$ cat config.mk
export PLATFORM = sky130hd
export DESIGN_NAME = utf8_stream_decoder_flat
export DESIGN_NICKNAME = d
export VERILOG_FILES = /design/src/sv/u8d_pkg.sv /design/src/sv/u8d_stream_if.sv /design/src/sv/u8d_in_stage.sv /design/src/sv/u8d_step.sv /design/src/sv/u8d_out_stage.sv /design/src/sv/utf8_stream_decoder.sv /design/src/flat_wrapper.sv
export SDC_FILE = /design/constraint.sdc
export NUM_CORES = 1
export LEC_CHECK = 0
export ABC_CLOCK_PERIOD_IN_PS = 5000
export BUFFER_PORTS_ARGS = -buffer_cell sky130_fd_sc_hd__buf_4
export CAP_MARGIN = 30
export CORE_MARGIN = 2
export CORE_UTILIZATION = 59
export CTS_CLUSTER_SIZE = 40
export DETAILED_ROUTE_END_ITERATION = 10
export HOLD_SLACK_MARGIN = 0.05
export PLACE_DENSITY = 0.84
export SLEW_MARGIN = 20
export SYNTH_ARGS = -nofsm -noshare
export SYNTH_HDL_FRONTEND = slang
export SYNTH_SLANG_ARGS = --single-unit
$ cat constraint.sdc
create_clock -name clock -period 5 [get_ports clock]
set_input_delay 1 -clock clock [delete_from_list [all_inputs] [get_ports clock]]
set_output_delay 1 -clock clock [all_outputs]
set_load 0.02 [all_outputs]
$ cat src/sv/u8d_pkg.sv
// ----------------------------------------------------------------------------
// u8d_pkg
// Shared widths, lead byte codes and the result type of the UTF-8 decoder.
// ----------------------------------------------------------------------------
package u8d_pkg;

   localparam int BYTE_W = 8;
   localparam int CP_W   = 26;
   localparam int LEN_W  = 3;
   localparam int CONT_W = 6;

   // lead byte thresholds, each one the lowest byte of its class
   localparam logic [BYTE_W-1:0] LEAD2_MIN = 8'hC0;
   localparam logic [BYTE_W-1:0] LEAD3_MIN = 8'hE0;
   localparam logic [BYTE_W-1:0] LEAD4_MIN = 8'hF0;
   localparam logic [BYTE_W-1:0] LEAD5_MIN = 8'hF8;
   localparam logic [BYTE_W-1:0] BYTE_MAX  = 8'hFF;

   localparam logic [LEN_W-1:0] LEN_NONE = 3'd0;
   localparam logic [LEN_W-1:0] LEN_1    = 3'd1;
   localparam logic [LEN_W-1:0] LEN_2    = 3'd2;
   localparam logic [LEN_W-1:0] LEN_3    = 3'd3;
   localparam logic [LEN_W-1:0] LEN_4    = 3'd4;
   localparam logic [LEN_W-1:0] LEN_5    = 3'd5;

   typedef struct packed {
      logic [CP_W-1:0]  code_point;
      logic [LEN_W-1:0] seq_len;
      logic             bad_lead;
   } u8d_result_type;

endpackage

$ cat src/sv/u8d_stream_if.sv
// ----------------------------------------------------------------------------
// u8d stream interfaces
// Valid/ready channels for the byte input and the decoded result output.
// ----------------------------------------------------------------------------
interface u8d_req_if;
   logic       valid;
   logic       ready;
   logic [7:0] byte_in;

   modport source (output valid, output byte_in, input ready);
   modport sink   (input valid, input byte_in, output ready);
endinterface

interface u8d_rsp_if;
   logic        valid;
   logic        ready;
   logic [25:0] code_point;
   logic [2:0]  seq_len;
   logic        bad_lead;

   modport source (output valid, output code_point, output seq_len, output bad_lead,
                   input ready);
   modport sink   (input valid, input code_point, input seq_len, input bad_lead,
                   output ready);
endinterface

$ cat src/sv/u8d_in_stage.sv
// ----------------------------------------------------------------------------
// u8d_in_stage
// Input register for one byte beat, refilled in the cycle it is consumed.
// ----------------------------------------------------------------------------
module u8d_in_stage (
   input  logic                        clock,
   input  logic                        reset,
   u8d_req_if.sink                     req_ch,
   input  logic                        take,
   output logic                        byte_valid,
   output logic [u8d_pkg::BYTE_W-1:0]  byte_data
);
   import u8d_pkg::*;

   logic              valid_ff, valid_in;
   logic [BYTE_W-1:0] byte_ff, byte_in_nx;
   logic              beat;

   assign req_ch.ready = !valid_ff || take;
   assign beat         = req_ch.valid && req_ch.ready;

   always_comb begin
      valid_in   = valid_ff;
      byte_in_nx = byte_ff;
      if (beat) begin
         valid_in   = 1'b1;
         byte_in_nx = req_ch.byte_in;
      end else if (take) begin
         valid_in = 1'b0;
      end
   end

   always_ff @(posedge clock) begin
      if (reset) begin
         valid_ff <= 1'b0;
      end else begin
         valid_ff <= valid_in;
      end
      byte_ff <= byte_in_nx;
   end

   assign byte_valid = valid_ff;
   assign byte_data  = byte_ff;

endmodule

$ cat src/sv/u8d_step.sv
// ----------------------------------------------------------------------------
// u8d_step
// Sequence state and the decode of one byte into the next state and result.
// ----------------------------------------------------------------------------
module u8d_step (
   input  logic                        clock,
   input  logic                        reset,
   input  logic                        byte_valid,
   input  logic [u8d_pkg::BYTE_W-1:0]  byte_data,
   input  logic                        res_space,
   output logic                        take,
   output logic                        res_valid,
   output u8d_pkg::u8d_result_type     res
);
   import u8d_pkg::*;

   logic [LEN_W-1:0] bytes_left_ff, bytes_left_in;
   logic [CP_W-1:0]  partial_ff, partial_in;
   logic [LEN_W-1:0] total_len_ff, total_len_in;
   logic             has_res;
   logic [CP_W-1:0]  shifted;

   assign shifted = {partial_ff[CP_W-CONT_W-1:0], byte_data[CONT_W-1:0]};

   always_comb begin
      bytes_left_in  = bytes_left_ff;
      partial_in     = partial_ff;
      total_len_in   = total_len_ff;
      has_res        = 1'b0;
      res.code_point = '0;
      res.seq_len    = LEN_NONE;
      res.bad_lead   = 1'b0;
      if (bytes_left_ff != LEN_NONE) begin
         // inside a sequence every byte counts as a continuation
         partial_in    = shifted;
         bytes_left_in = bytes_left_ff - LEN_1;
         if (bytes_left_ff == LEN_1) begin
            has_res        = 1'b1;
            res.code_point = shifted;
            res.seq_len    = total_len_ff;
            total_len_in   = LEN_NONE;
         end
      end else if (!byte_data[7]) begin
         has_res        = 1'b1;
         res.code_point = {{(CP_W-BYTE_W){1'b0}}, byte_data};
         res.seq_len    = LEN_1;
      end else if (!byte_data[6]) begin
         has_res      = 1'b1;
         res.bad_lead = 1'b1;
      end else begin
         if (byte_data inside {[LEAD5_MIN:BYTE_MAX]}) begin
            total_len_in = LEN_5;
            partial_in   = {{(CP_W-2){1'b0}}, byte_data[1:0]};
         end else if (byte_data inside {[LEAD4_MIN:BYTE_MAX]}) begin
            total_len_in = LEN_4;
            partial_in   = {{(CP_W-3){1'b0}}, byte_data[2:0]};
         end else if (byte_data inside {[LEAD3_MIN:BYTE_MAX]}) begin
            total_len_in = LEN_3;
            partial_in   = {{(CP_W-4){1'b0}}, byte_data[3:0]};
         end else begin
            total_len_in = LEN_2;
            partial_in   = {{(CP_W-5){1'b0}}, byte_data[4:0]};
         end
         bytes_left_in = total_len_in - LEN_1;
      end
   end

   // a byte that finishes nothing moves on even while the result side stalls
   assign take      = byte_valid && (!has_res || res_space);
   assign res_valid = take && has_res;

   always_ff @(posedge clock) begin
      if (reset) begin
         bytes_left_ff <= LEN_NONE;
         partial_ff    <= '0;
         total_len_ff  <= LEN_NONE;
      end else if (take) begin
         bytes_left_ff <= bytes_left_in;
         partial_ff    <= partial_in;
         total_len_ff  <= total_len_in;
      end
   end

   a_left_below_total: assert property (@(posedge clock) disable iff (reset)
      bytes_left_ff != LEN_NONE |-> bytes_left_ff < total_len_ff)
      else $error("u8d_step: bytes_left not below sequence length");

   a_lead_opens: assert property (@(posedge clock) disable iff (reset)
      take && bytes_left_ff == LEN_NONE && byte_data[7] && byte_data[6]
      |=> bytes_left_ff != LEN_NONE)
      else $error("u8d_step: lead byte did not open a sequence");

   a_close_clears: assert property (@(posedge clock) disable iff (reset)
      take && bytes_left_ff == LEN_1
      |=> bytes_left_ff == LEN_NONE && total_len_ff == LEN_NONE)
      else $error("u8d_step: sequence state not cleared after last byte");

   a_stall_holds: assert property (@(posedge clock) disable iff (reset)
      byte_valid && !take |-> has_res && !res_space)
      else $error("u8d_step: byte held without a result stall");

endmodule

$ cat src/sv/u8d_out_stage.sv
// ----------------------------------------------------------------------------
// u8d_out_stage
// Result register that holds a decoded beat until the receiver takes it.
// ----------------------------------------------------------------------------
module u8d_out_stage (
   input  logic                     clock,
   input  logic                     reset,
   input  logic                     res_valid,
   input  u8d_pkg::u8d_result_type  res,
   output logic                     res_space,
   u8d_rsp_if.source                rsp_ch
);
   import u8d_pkg::*;

   logic           valid_ff, valid_in;
   u8d_result_type res_ff, res_in;

   assign res_space = !valid_ff || rsp_ch.ready;

   always_comb begin
      valid_in = valid_ff;
      res_in   = res_ff;
      if (res_valid) begin
         valid_in = 1'b1;
         res_in   = res;
      end else if (rsp_ch.ready) begin
         valid_in = 1'b0;
      end
   end

   always_ff @(posedge clock) begin
      if (reset) begin
         valid_ff <= 1'b0;
      end else begin
         valid_ff <= valid_in;
      end
      res_ff <= res_in;
   end

   assign rsp_ch.valid      = valid_ff;
   assign rsp_ch.code_point = res_ff.code_point;
   assign rsp_ch.seq_len    = res_ff.seq_len;
   assign rsp_ch.bad_lead   = res_ff.bad_lead;

endmodule

$ cat src/sv/utf8_stream_decoder.sv
// ----------------------------------------------------------------------------
// utf8_stream_decoder
// Streaming UTF-8 decoder: one byte beat in, one code point beat out per
// completed sequence or stray continuation byte.
// ----------------------------------------------------------------------------
// req_ch carries one raw byte per beat. rsp_ch carries code_point, seq_len
// and bad_lead; a beat appears for every ASCII byte, for the last byte of a
// multi-byte sequence, and for a continuation byte seen as a lead (then
// bad_lead is set and the other fields are zero). Bytes that open or extend
// a sequence give no beat.
// The result of a byte passes through the input register and then the result
// register before it can be taken on rsp_ch.
// Throughput: one byte per cycle, sustained as long as rsp_ch takes its beats.
// When rsp_ch stalls, the result register holds its beat; the next byte that
// would make a result waits in the input register and req_ch.ready drops,
// while bytes that only extend a sequence keep moving.
// Reset (synchronous, active high) empties both registers and drops any open
// sequence.
// ----------------------------------------------------------------------------
module utf8_stream_decoder (
   input  logic      clock,
   input  logic      reset,
   u8d_req_if.sink   req_ch,
   u8d_rsp_if.source rsp_ch
);
   import u8d_pkg::*;

   logic              byte_valid;
   logic [BYTE_W-1:0] byte_data;
   logic              take;
   logic              res_valid;
   logic              res_space;
   u8d_result_type    res;

   u8d_in_stage u_in (
      .clock      (clock),
      .reset      (reset),
      .req_ch     (req_ch),
      .take       (take),
      .byte_valid (byte_valid),
      .byte_data  (byte_data)
   );

   u8d_step u_step (
      .clock      (clock),
      .reset      (reset),
      .byte_valid (byte_valid),
      .byte_data  (byte_data),
      .res_space  (res_space),
      .take       (take),
      .res_valid  (res_valid),
      .res        (res)
   );

   u8d_out_stage u_out (
      .clock     (clock),
      .reset     (reset),
      .res_valid (res_valid),
      .res       (res),
      .res_space (res_space),
      .rsp_ch    (rsp_ch)
   );

endmodule

$ cat src/flat_wrapper.sv
// flat-port wrapper written by rule: the top's interface ports become plain ports
module utf8_stream_decoder_flat import u8d_pkg::*;
  (clock, reset, req_ch_valid, req_ch_byte_in, req_ch_ready, rsp_ch_valid, rsp_ch_code_point, rsp_ch_seq_len, rsp_ch_bad_lead, rsp_ch_ready);
  u8d_req_if req_ch_i ();
  u8d_rsp_if rsp_ch_i ();
  input  logic clock;
  input  logic reset;
  input wire logic [$bits(req_ch_i.valid)-1:0] req_ch_valid;
  input wire logic [$bits(req_ch_i.byte_in)-1:0] req_ch_byte_in;
  output wire logic [$bits(req_ch_i.ready)-1:0] req_ch_ready;
  output wire logic [$bits(rsp_ch_i.valid)-1:0] rsp_ch_valid;
  output wire logic [$bits(rsp_ch_i.code_point)-1:0] rsp_ch_code_point;
  output wire logic [$bits(rsp_ch_i.seq_len)-1:0] rsp_ch_seq_len;
  output wire logic [$bits(rsp_ch_i.bad_lead)-1:0] rsp_ch_bad_lead;
  input wire logic [$bits(rsp_ch_i.ready)-1:0] rsp_ch_ready;
  assign req_ch_i.valid = req_ch_valid;
  assign req_ch_i.byte_in = req_ch_byte_in;
  assign req_ch_ready = req_ch_i.ready;
  assign rsp_ch_valid = rsp_ch_i.valid;
  assign rsp_ch_code_point = rsp_ch_i.code_point;
  assign rsp_ch_seq_len = rsp_ch_i.seq_len;
  assign rsp_ch_bad_lead = rsp_ch_i.bad_lead;
  assign rsp_ch_i.ready = rsp_ch_ready;
  utf8_stream_decoder u_core (.clock(clock), .reset(reset), .req_ch(req_ch_i), .rsp_ch(rsp_ch_i));
endmodule
==> metrics.md, run 1 <==
| Metric | Value |
|---|---|
| Die width | 69.5 um |
| Hold Crit Class | flip-flop to flip-flop |
| Share of layout cells above drive strength 1 | 26.1% |
| P_leak | 1.21 nW |
| Minimum clock period | 2.94 ns |
| Hold_ws | 0.468 ns |
| EDFF count, synth | 38 |
| Required @ worst endpoint | 4.00 ns |
| Reg-to-reg endpoint | u_core.u_step.bytes_left_ff[2] |
| Initial Util | 62.4% |
| Total Neg Setup Slack | 0 ns |
| Gr usage total | 22.6% |
| Reg-to-reg startpoint | u_core.u_step.bytes_left_ff[0] |
| Async set-or-reset flop fraction in the synthesized netlist | 0% |
| Sequential element share of the synthesized area | 67.2% |
| Post-synth top area share | 45.1% |
| Post-Synthesis Cell Area | 2530 sq um |
| Final worst clock skew | 0.00842 ns |
| RSZ-0062 raised after global routing | no |
| Cts repair resizes | 0 |
| Library cells used by synthesis | 37 |
| Antenna viol nets, final | 0 |
| CTS tree | yes |
| Via count | 1660 |
| Setup CP Type | flip-flop to output pin |
| Syn nets | 207 |
| I/O Buffers | 43 |
| Drt via density | 5.63 |
| Final core occ | 76.0% |
| Worst setup EP type | output pin |
| Final Hold Viols | 0 |
| CP endpoint | req_ch_ready |
| Clk sinks | 66 |
| YS warnings | 0 |
| Mean Syn Cell Area | 13.2 sq um |
| Core Footprint | 4060 sq um |
| Slew at the pin closest to its max-slew limit | 0.473 ns |
| Vias in the first global route | 1635 |
| Fmax | 340 MHz |
| Setup Buffers After CTS | 0 |
| Synth-to-Final Area Change | 21.8% |
| Initial DRT Pass Iterations | 4 |
| Pwr Density | 369 nW/um^2 |
| Max-slew headroom | 68.5% |
| Flops & latches, synth | 66 |
| Clk pin slew, worst setup/hold paths | 0.07 ns |
| Synth Instances | 192 |
| Slew Viols, Final | 0 |
| Peak supply drop | 280 uV |
| Largest net degree at the start of global routing | 31 |
| Worst skew pair latency | 0.34 ns |
| Worst Path Max Fanout | 8 |
| Final period util | 58.8% |
| CTS Buffer Depth | 2 |
| First-pass GRT wire length | 8.09 mm |
| Die Ht | 69.5 um |
| DR WL/cell | 16.5 um |
| Initial antenna violation count | 0 |
| Top FF cell, synth | edfxtp_1 |
| # fillers | 269 |
| Leading area contributor after synthesis | edfxtp_1 |
| Worst reg2reg path depth | 7 |
| CP Launch Type | flip-flop |
| Htree depth | 3 |
| Row count | 23 |
| DR iter-0 viols | 158 |
| Max-cap check violation count | 0 |
| Finished Layout Cells | 295 |
| Die area | 4830 sq um |
| Num CTS Buffers | 9 |
| Hpwl dp | 3.12 mm |
| CP Launch Point | u_core.u_step.bytes_left_ff[0] |
| DRC Markers | 0 |
| Final setup violation count | 0 |
| Clock Root Buffer | clkbuf_8 |
| Cts hold-fix bufs | 0 |
| Gpl congestion | 0.943 |
| R2r setup slk | 2.88 ns |
| Final WL | 4.87 mm |
| Placed Instances | 278 |
| Crit path DAT | 1.94 ns |
| Diode count | 0 |
| Final nets | 255 |
| Grt ovf | 0 |
| Outcome | finished clean |
| I/O Pins | 44 |
| Synth area leaders | edfxtp_1 45%, dfxtp_1 22%, a22o_1 5.5% |
[critical path, cell delays in order, from the launching register on]
cell       delay, ns
dfxtp_1         0.36
inv_1           0.09
ha_1            0.32
nand3_1         0.13
o2111ai_1       0.19
or2_2           0.35
buf_4           0.17
[through the flow]
| stage | worst slack [ns] | total power, W | area (sq um) |
|---|---|---|---|
| 2_1_floorplan | 2.06 | 0.000682 | 2530 |
| 3_3_place_gp | 2.26 | 0.000717 | 2890 |
| 3_5_place_dp | 2.24 | 0.000720 | 2890 |
| 4_1_cts | 2.05 | 0.00115 | 3070 |
| 5_1_grt | 1.92 | 0.00119 | 3090 |
| 6_report | 2.06 | 0.00114 | 3090 |
[layout by cell type, fill, tap and decap left out, drive strengths merged, types with 2 or more instances in the layout]
cell    count
edfxtp     38
clkbuf     13
nand3       5
o211ai      2
nand2      12
clkinv      2
nand2b      3
buf        45
nand4       3
and2       22
nor2        6
o21ai       2
o21a        3
a21oi      14
ha          3
inv         6
dfxtp      28
nor2b       7
nor3b       2
a22o       16
[flip-flops by register name, indices dropped and copies added (netlist names)]
name	flops
u_core.u_out.rsp_ch.valid	1
u_core.u_step.partial_ff	20
u_core.u_out.rsp_ch.seq_len	3
u_core.u_step.total_len_ff	3
u_core.u_out.rsp_ch.bad_lead	1
u_core.u_in.byte_valid	1
u_core.u_out.rsp_ch.code_point	26
u_core.u_in.byte_data	8
u_core.u_step.bytes_left_ff	3
[layer usage]
layer	up-vias	wire length, um	GRT usage, %
met1	796	2060	26.7
met3	12	278	8.28
met2	51	2400	35.7
met4	0	140	12.4
li1	801	-	-
met5	-	0	0
[cell usage after synthesis (2+ instances only)]
cell	instances
edfxtp_1	38
ha_1	3
o21ai_0	2
nor2b_1	6
o21a_1	3
nor2_1	5
o211ai_1	2
nand2_1	12
a22o_1	16
a21oi_1	14
inv_1	6
nand3_1	5
dfxtp_1	28
and2_1	22
nand2b_1	3
clkbuf_1	4
nand4_1	3
[layout make-up]
cell class | instances | area [sq um] | area share, %
Clock inverter | 3 | 40.0 | 1.30
Sequential cell | 66 | 1700 | 55.1
Inverter | 6 | 22.5 | 0.730
Clock buffer | 13 | 149 | 4.83
Timing Repair Buffer | 45 | 342 | 11.1
Tap cell | 50 | 62.6 | 2.03
Multi-Input combinational cell | 112 | 768 | 24.9
[logic make-up (layout without fill, tap and decap cells)]
logic type / Yosys count / after routing / synth area share [%]
DFF: 66 / 66 / 67.2
and+or+nand+nor: 64 / 64 / 15.1
AOI/OAI and AO/OA: 45 / 45 / 13.6
adders and majority gates: 3 / 3 / 1.48
buffers and inverters: 14 / 67 / 2.57
[worst min path at each step]
stage / slack [ns] / endpoint / startpoint / cells past startpoint
floorplan: 0.43 / u_core.u_step.partial_ff[14] / u_core.u_step.partial_ff[14] / 1
global placement: 0.45 / u_core.u_step.partial_ff[16] / u_core.u_step.partial_ff[16] / 1
detailed placement: 0.46 / u_core.u_step.partial_ff[2] / u_core.u_step.partial_ff[2] / 2
CTS: 0.46 / u_core.u_step.partial_ff[2] / u_core.u_step.partial_ff[2] / 2
global route: 0.48 / u_core.u_step.partial_ff[2] / u_core.u_step.partial_ff[2] / 2
finish: 0.47 / u_core.u_step.partial_ff[2] / u_core.u_step.partial_ff[2] / 2
[report_power, final]
| group | leakage, nW | internal (W) | switching, W |
|---|---|---|---|
| sequential | 0.593 | 0.000597 | 0.0000118 |
| clock | 0.0974 | 0.000243 | 0.000189 |
| combinational | 0.519 | 0.0000381 | 0.0000611 |
| total | 1.21 | 0.000878 | 0.000262 |
Power figures use the tool's default switching activity.
==> inputs of run 2 (changes only) <==
Settings changed: ABC_CLOCK_PERIOD_IN_PS 5000 to 2750, CORE_UTILIZATION 59 to 54, PLACE_DENSITY 0.84 to 0.78.
Clock period 5 ns to 2.75 ns, I/O delays scaled along.
==> metrics.md, run 2 (same netlist as run 1, synthesis figures left out) <==
| Metric | Value |
|---|---|
| DR top layer | met4 |
| P_leak | 1.21 nW |
| Largest register FFs | 26 |
| Max incr delay on CP | 0.36 ns |
| Largest net degree at the start of global routing | 31 |
| Row count | 24 |
| Worst setup EP type | output pin |
| Final worst clock skew | 0.00628 ns |
| Total Neg Setup Slack | 0 ns |
| DRC Markers | 0 |
| Met1 wire length | 1.82 mm |
| Worst path slowest cell | dfxtp_1 |
| Max-slew headroom | 69.2% |
| Final WL | 4.29 mm |
| CTS tree | yes |
| Met2 WL | 2.11 mm |
| Final setup violation count | 0 |
| Most common cell after layout, fill and taps aside | buf_4 |
| Grt ovf | 0 |
| Hpwl dp | 2.91 mm |
| Commonest non-fill, non-tap cells in the layout | 46 x buf_4, 38 x edfxtp_1, 28 x dfxtp_1, 22 x and2_1, 16 x a22o_1 |
| Via count | 1658 |
| Outcome | finished clean |
| Final Hold Viols | 0 |
| I/O Buffers | 43 |
| Peak supply drop | 367 uV |
| Final nets | 256 |
| Antenna viol nets, final | 0 |
| Fmax | 413 MHz |
| Hold Crit Class | input port to flip-flop |
| Worst skew pair latency | 0.34 ns |
| Clock Root Buffer | clkbuf_8 |
| Delay-heaviest family, CP | simple AND/OR/NAND/NOR gates |
| Setup CP Type | flip-flop to output pin |
| Final period util | 88.0% |
| Final core occ | 69.3% |
| Cts repair resizes | 0 |
| DR WL/cell | 14.4 um |
| Die area | 5250 sq um |
| CP Launch Type | flip-flop |
| Initial Util | 57.0% |
| Die width | 72.5 um |
| I/O Pins | 44 |
| Pwr Total | 0.00200 W |
| Cells along the critical path | inv_1 > ha_1 > nand3_1 > o2111ai_1 > or2_2 > buf_4 |
| RSZ-0062 raised after global routing | no |
| Crit path DAT | 1.87 ns |
| Clk sinks | 66 |
| Clk pin slew, worst setup/hold paths | 0.07 ns |
| Core Footprint | 4440 sq um |
| Worst path bufs/invs | 2 |
| Die Ht | 72.5 um |
| # fillers | 339 |
| Diode count | 0 |
| Setup Buffers After CTS | 0 |
| Slew Viols, Final | 0 |
| Htree depth | 3 |
| Pwr Density | 648 nW/um^2 |
| Synth-to-Final Area Change | 21.6% |
| Gr usage total | 18.0% |
| Required @ worst endpoint | 2.20 ns |
| Worst Path Max Fanout | 8 |
| Slew at the pin closest to its max-slew limit | 0.463 ns |
| First-pass GRT wire length | 6.96 mm |
| Initial DRT Pass Iterations | 4 |
| Num CTS Buffers | 9 |
| Metal3 WL | 227 um |
| Gpl congestion | 0.887 |
| DR iter-0 viols | 159 |
| Initial antenna violation count | 0 |
| Max-cap check violation count | 0 |
| Cts hold-fix bufs | 0 |
| CTS Buffer Depth | 2 |
| Vias in the first global route | 1509 |
| Minimum clock period | 2.42 ns |
| Share of layout cells above drive strength 1 | 27.6% |
| Drt via density | 5.56 |
-- run 2: worst paths after layout --
check,start,slack [ns],depth (start not counted),endpoint
worst max-delay path,u_core.u_step.bytes_left_ff[0],0.33,6,req_ch_ready
worst max register to register,u_core.u_step.bytes_left_ff[0],0.79,7,u_core.u_step.total_len_ff[1]
worst min register to register,u_core.u_step.partial_ff[16],0.47,1,u_core.u_step.partial_ff[16]
worst min-delay path,req_ch_byte_in[7],0.39,1,u_core.u_in.byte_data[7]
-- run 2: cell type report --
cell class	count	area [sq um]	area share (%)
tap	52	65.1	2.11
sequential	66	1700	55.2
timing repair buffer	46	345	11.2
clock buffer	10	138	4.47
clock inverter	6	40.0	1.30
inverter	6	22.5	0.731
multi-input combinational	112	768	24.9
-- run 2: per-layer routing --
| layer | up-vias | global-route usage [%] |
|---|---|---|
| met4 | 0 | 11.5 |
| met3 | 15 | 4.31 |
| met2 | 55 | 28.2 |
| met1 | 783 | 22.3 |
| met5 | - | 0 |
| li1 | 805 | - |
-- run 2: worst register-to-register path: stages (launching register included) --
cell	delay, ns
dfxtp_1	0.36
inv_1	0.08
ha_1	0.30
nor3b_4	0.34
buf_4	0.24
a21oi_1	0.14
a2111oi_0	0.30
o21a_1	0.15
-- run 2: where the power goes --
part | switching [W] | internal (W) | leakage [nW]
combinational | 0.000107 | 0.0000693 | 0.524
sequential | 0.0000213 | 0.00109 | 0.593
clock | 0.000362 | 0.000351 | 0.0890
-- run 2: per-stage QoR --
step / hold slack, ns / worst slack [ns] / cells / instance area [sq um]
floorplan: 0.434 / 0.0745 / 192 / 2530
global placement: 0.450 / 0.723 / 282 / 2900
detailed placement: 0.455 / 0.702 / 282 / 2900
CTS: 0.373 / 0.320 / 298 / 3080
global route: 0.371 / 0.212 / 298 / 3080
finish: 0.387 / 0.331 / 298 / 3080
